[src/hdl/hdmt_pkg.sv]
// Package for the hashed direct-mapped memo table.
// Holds the table size, hash constants, command codes and shared word types.
// Depends on nothing.
package hdmt_pkg;

    // Number of table slots; a power of two, so the slot is the low hash bits.
    localparam int TABLE_SLOTS = 1024;
    localparam int IDX_W       = $clog2(TABLE_SLOTS);

    localparam int UNUSED_W = 42;
    localparam int WORD_W   = 64;

    localparam logic CMD_LOOKUP = 1'b0;
    localparam logic CMD_STORE  = 1'b1;

    localparam logic [WORD_W-1:0] MIX_MUL_A      = 64'hbf58476d1ce4e5b9;
    localparam logic [WORD_W-1:0] MIX_MUL_B      = 64'h94d049bb133111eb;
    localparam logic [WORD_W-1:0] SEED_UNUSED    = 64'h9e3779b97f4a7c15;
    localparam logic [WORD_W-1:0] SEED_SUMS_LOW  = 64'hd1b54a32d192ed03;
    localparam logic [WORD_W-1:0] SEED_SUMS_HIGH = 64'h94d049bb133111eb;

    typedef struct packed {
        logic [UNUSED_W-1:0] unused;
        logic [WORD_W-1:0]   sum_lo;
        logic [WORD_W-1:0]   sum_hi;
    } key_t;

    typedef struct packed {
        logic              command;
        key_t              key;
        logic [WORD_W-1:0] data_lo;
        logic [WORD_W-1:0] data_hi;
    } tbl_op_t;

    typedef struct packed {
        logic              hit;
        logic [WORD_W-1:0] read_low;
        logic [WORD_W-1:0] read_high;
        logic              evicted;
    } rsp_word_t;

    typedef struct packed {
        logic              valid;
        key_t              key;
        logic [WORD_W-1:0] data_lo;
        logic [WORD_W-1:0] data_hi;
    } entry_t;

endpackage

[src/hdl/hdmt_mul64.sv]
// Low 64 bits of a 64 by 64 product, built from three 32 by 32 passes.
// Depends on hdmt_pkg.
module hdmt_mul64
    import hdmt_pkg::*;
(
    input  logic              clk,
    input  logic              rst_n,
    input  logic              start,
    input  logic [WORD_W-1:0] a,
    input  logic [WORD_W-1:0] b,
    output logic              done,
    output logic [WORD_W-1:0] product
);

    logic              busy_reg;
    logic [1:0]        step_reg;
    logic              done_reg;
    logic [WORD_W-1:0] a_reg;
    logic [WORD_W-1:0] b_reg;
    logic [WORD_W-1:0] acc_reg;
    logic [WORD_W-1:0] acc_next;
    logic [31:0]       m_x;
    logic [31:0]       m_y;
    logic [63:0]       m_p;

    assign m_x = (step_reg == 2'd2) ? a_reg[63:32] : a_reg[31:0];
    assign m_y = (step_reg == 2'd1) ? b_reg[63:32] : b_reg[31:0];
    assign m_p = m_x * m_y;

    always_comb
    begin
        case (step_reg)
            2'd0:    acc_next = m_p;
            2'd1:    acc_next = acc_reg + {m_p[31:0], 32'h0};
            2'd2:    acc_next = acc_reg + {m_p[31:0], 32'h0};
            default: acc_next = acc_reg;
        endcase
    end

    always_ff @(posedge clk or negedge rst_n)
    begin
        if (!rst_n)
        begin
            busy_reg <= 1'b0;
            step_reg <= 2'd0;
            done_reg <= 1'b0;
        end
        else
        begin
            done_reg <= !start && busy_reg && (step_reg == 2'd2);
            if (start)
            begin
                busy_reg <= 1'b1;
                step_reg <= 2'd0;
            end
            else if (busy_reg)
            begin
                if (step_reg == 2'd2)
                begin
                    busy_reg <= 1'b0;
                    step_reg <= 2'd0;
                end
                else
                begin
                    step_reg <= step_reg + 2'd1;
                end
            end
        end
    end

    always_ff @(posedge clk)
    begin
        if (start)
        begin
            a_reg <= a;
            b_reg <= b;
        end
        else if (busy_reg)
        begin
            acc_reg <= acc_next;
        end
    end

    assign done    = done_reg;
    assign product = acc_reg;

endmodule

[src/hdl/hdmt_hash.sv]
// Slot hash sequencer: four mixing rounds over the shared 64-bit multiplier.
// Depends on hdmt_pkg and hdmt_mul64.
module hdmt_hash
    import hdmt_pkg::*;
(
    input  logic              clk,
    input  logic              rst_n,
    input  logic              start,
    input  key_t              key,
    output logic              done,
    output logic [WORD_W-1:0] hash
);

    typedef enum logic [2:0] {
        H_IDLE,
        H_L1,
        H_M1,
        H_L2,
        H_M2
    } hash_state_t;

    hash_state_t       state_reg;
    logic [1:0]        round_reg;
    logic              done_reg;
    key_t              key_reg;
    logic [WORD_W-1:0] x_reg;
    logic [WORD_W-1:0] acc_reg;
    logic [WORD_W-1:0] hash_reg;
    logic [WORD_W-1:0] pre;
    logic [WORD_W-1:0] mul_a;
    logic [WORD_W-1:0] mul_b;
    logic              mul_start;
    logic              mul_done;
    logic [WORD_W-1:0] mul_p;
    logic [WORD_W-1:0] mid;
    logic [WORD_W-1:0] fin;

    always_comb
    begin
        case (round_reg)
            2'd0:    pre = {{(WORD_W-UNUSED_W){1'b0}}, key_reg.unused} + SEED_UNUSED;
            2'd1:    pre = key_reg.sum_lo + SEED_SUMS_LOW;
            2'd2:    pre = key_reg.sum_hi + SEED_SUMS_HIGH;
            default: pre = acc_reg;
        endcase
    end

    assign mul_start = (state_reg == H_L1) || (state_reg == H_L2);
    assign mul_a     = (state_reg == H_L2) ? x_reg : (pre ^ (pre >> 30));
    assign mul_b     = (state_reg == H_L2) ? MIX_MUL_B : MIX_MUL_A;
    assign mid       = mul_p ^ (mul_p >> 27);
    assign fin       = mul_p ^ (mul_p >> 31);

    hdmt_mul64 u_mul (
        .clk     (clk),
        .rst_n   (rst_n),
        .start   (mul_start),
        .a       (mul_a),
        .b       (mul_b),
        .done    (mul_done),
        .product (mul_p)
    );

    always_ff @(posedge clk or negedge rst_n)
    begin
        if (!rst_n)
        begin
            state_reg <= H_IDLE;
            round_reg <= 2'd0;
            done_reg  <= 1'b0;
        end
        else
        begin
            done_reg <= (state_reg == H_M2) && mul_done && (round_reg == 2'd3);
            case (state_reg)
                H_IDLE:
                begin
                    if (start)
                    begin
                        round_reg <= 2'd0;
                        state_reg <= H_L1;
                    end
                end
                H_L1:
                begin
                    state_reg <= H_M1;
                end
                H_M1:
                begin
                    if (mul_done)
                    begin
                        state_reg <= H_L2;
                    end
                end
                H_L2:
                begin
                    state_reg <= H_M2;
                end
                H_M2:
                begin
                    if (mul_done)
                    begin
                        if (round_reg == 2'd3)
                        begin
                            state_reg <= H_IDLE;
                        end
                        else
                        begin
                            round_reg <= round_reg + 2'd1;
                            state_reg <= H_L1;
                        end
                    end
                end
                default:
                begin
                    state_reg <= H_IDLE;
                end
            endcase
        end
    end

    always_ff @(posedge clk)
    begin
        if (state_reg == H_IDLE && start)
        begin
            key_reg <= key;
            acc_reg <= '0;
        end
        if (state_reg == H_M1 && mul_done)
        begin
            x_reg <= mid;
        end
        if (state_reg == H_M2 && mul_done)
        begin
            if (round_reg == 2'd3)
            begin
                hash_reg <= fin;
            end
            else
            begin
                acc_reg <= acc_reg ^ fin;
            end
        end
    end

    assign done = done_reg;
    assign hash = hash_reg;

endmodule

[config.mk]
export PLATFORM = sky130hd
export DESIGN_NAME = hdmt_hash
export DESIGN_NICKNAME = d
export VERILOG_FILES = /design/src/hdl/hdmt_pkg.sv /design/src/hdl/hdmt_mul64.sv /design/src/hdl/hdmt_hash.sv
export SDC_FILE = /design/constraint.sdc
export NUM_CORES = 2
export LEC_CHECK = 0
export ABC_AREA = 0
export BUFFER_PORTS_ARGS = -buffer_cell sky130_fd_sc_hd__buf_2
export CAP_MARGIN = 20
export CORE_MARGIN = 2
export CORE_UTILIZATION = 59
export CTS_CLUSTER_SIZE = 12
export DETAILED_ROUTE_END_ITERATION = 12
export PLACE_DENSITY = 0.8
export SYNTH_ARGS = -nofsm -noshare
export SYNTH_HDL_FRONTEND = slang
export SYNTH_HIERARCHICAL = 1
export SYNTH_SLANG_ARGS = --single-unit
[constraint.sdc]
create_clock -name clk -period 10.7 [get_ports clk]
set_input_delay 1.07 -clock clk [delete_from_list [all_inputs] [get_ports clk]]
set_output_delay 1.07 -clock clk [all_outputs]
set_load 0.005 [all_outputs]
==> out/summary.txt <==
GRT Residual Overflow = 0
Tmin final = 10.40 ns
Library cells used by synthesis = 111
HPWL after DPL = 149200 um
Area of the multi-input gates = 39830 um^2
CTS buffer count = 57
Vias in the first global route = 46866
Status = finished, final reports clean
Via/cell ratio = 6.059
Critical path type = flop to flop
Fillers = 8102
DR vias = 47000
CTS Buffer Depth = 3
Routability Congestion = 1.024
Total GRT Usage = 36.18%
Initial Util = 59.39%
Rows = 117
Register area = 16250 um^2
Layout cell share with drive strength beyond 1 = 9.408%
EDFF count, synth = 490
Area grow syn2layout = 8.082%
Post-CTS Hold Buffers = 0
Crit-path max FO = 19
CP max stage delay = 0.57 ns
Sink count of the clock tree = 564
Max reg flops = 170
Post-route clock skew = 0.05970 ns
Setup TNS = 0 ns
Drt pass-1 iters = 10
Period utilization = 97.17%
CTS tree = done
Final Hold Fails = 0
Critical path data required time = 11.10 ns
Dominant synthesized flop cell = edfxtp_1
H-tree Lvls = 2
Largest net degree at the start of global routing = 102
Routed len/inst = 23.99 um
Commonest cells in the netlist = 957 x nand2_1, 914 x inv_1, 897 x fa_1
Root Driver = clkbuf_16
Seq/Total Area, Yosys = 26.89%
Slew HR = 23.30%
Die H = 324.0 um
Avg Synthesized Cell Area = 9.810 um^2
Unrepaired setup endpoints after global routing = false
Initial antenna violation count = 6
Drc violations = 0
Final Setup Violations = 0
Initial DRC Count = 5736
Yosys top cell area share = 29.72%
Synth area leaders = fa_1 30%, edfxtp_1 24%, ha_1 6.4%
Chip Width = 324.0 um
IO Pins = 238
First-pass GRT wire length = 283400 um
Nets = 7720
Min-delay worst type = input port to async pin
Worst-skew pair later-pin latency = 0.67 ns
Antenna-violating nets left = 0
Type of origin of the critical path = flop
YS warnings = 6
Slowest CP cell = fa_1
DRT Wirelength = 186100 um
Worst-Margin Slew = 1.135 ns
Seq cells post-synth = 564
Max frequency = 96.18 MHz
Cell with the most instances after synthesis = nand2_1
Slew Viols, Final = 0
Top cell by count, worst path = fa_1
Setup crit end kind = flop
Max_cap viols = 0
I/O Buffers = 237
Core ar. = 101700 um^2
Area of the die = 105000 um^2
Post-Syn Area = 60420 um^2
Synth async-reset ratio = 1.773%
Syn Inst Count = 6159
Worst-path clk slew = 0.06 ns
Crit path DAT = 10.79 ns
Dominant cell type by area after synthesis = fa_1
==> layout by cell type, fill, tap and decap left out, types with 28 or more instances in the layout <==
master	instances
a21o_1	58
a21oi_1	199
and2_1	33
buf_2	237
buf_4	134
clkbuf_1	33
clkbuf_16	60
conb_1	33
dfxtp_1	64
edfxtp_1	490
fa_1	897
ha_1	302
inv_1	913
mux2_2	65
mux2i_1	59
nand2_1	957
nand2b_1	32
nand3_1	123
nand4_1	31
nor2_1	550
nor2b_1	47
nor3_1	45
o21ai_0	203
o21bai_1	28
xnor2_1	144
xor2_1	179
==> path summary, 6_finish.rpt <==
path	end	from	cells after the start	slack, ns
worst max-delay path	u_mul/product[61]$_DFFE_PP_	u_mul/step_reg[1]$_DFFE_PN0P_	38	0.30
worst min-delay path	round_reg[0]$_DFFE_PN0P_	rst_n	1	0.31
worst max register to register	u_mul/product[61]$_DFFE_PP_	u_mul/step_reg[1]$_DFFE_PN0P_	38	0.30
worst min register to register	acc_reg[60]$_DFF_P_	acc_reg[60]$_DFF_P_	1	0.48
max in group asynchronous	u_mul/step_reg[1]$_DFFE_PN0P_	rst_n	1	10.16
min in group clk	acc_reg[60]$_DFF_P_	acc_reg[60]$_DFF_P_	1	0.48
==> what timing repair did <==
action,in CTS,in global routing
setup endpoints to repair,0,3
buffers inserted,0,1
gates resized for setup,0,2
==> worst max-delay path, delay by kind of cell (launching register included) <==
kind	cells	cell delay, ns
adders and majority gates	11	4.73
buffers and inverters	8	1.28
muxes	1	0.24
and+or+nand+nor	6	0.68
AOI/OAI and AO/OA	10	2.16
DFF	1	0.44
xor gates and xnor gates	2	0.63
==> final cells by class <==
cell class	count	share of cell area, %
Tap cell	1368	2.621
Clock inverter	10	0.2433
Antenna cell	1	0.003832
Inverter	916	5.273
Sequential cell	564	24.88
Multi-Input combinational cell	4428	60.99
Clock buffer	95	2.531
Timing Repair Buffer	375	3.466
==> cell families (layout without fill, tap and decap cells) <==
family,Yosys count,after routing,share of synthesized area (%)
other cells,2,34,0.01243
simple gates,1952,1952,13.91
fa+ha+maj,1205,1205,36.10
buf+inv,1198,1396,7.536
mux,132,132,2.321
xor+xnor,324,324,4.719
flops,564,564,26.89
compound gates,782,782,8.519
==> layer usage <==
layer / global-route usage, % / share of wire [%]
met4: 14.77 / 4.9
met3: 9.253 / 13
met2: 54.25 / 44
met5: 0 / 0.024
met1: 50.46 / 39
==> per-stage QoR <==
stage               worst slack (ns)  area, um^2  std cells  util (%)  hold slack, ns
floorplan                     0.8812       60540       6190         -          0.4356
global placement              0.2841       63440       7647     62.35          0.4504
detailed placement            0.5384       63450       7650     62.37          0.4590
CTS                           0.5262       65270       7755     64.15          0.2845
global route                 0.02714       65300       7756     64.18          0.3039
finish                        0.3031       65300       7757     64.19          0.3063
Power is left out: the tool's default activity adds up to more than one toggle a clock period on the data nets, which glitch-free logic cannot reach.
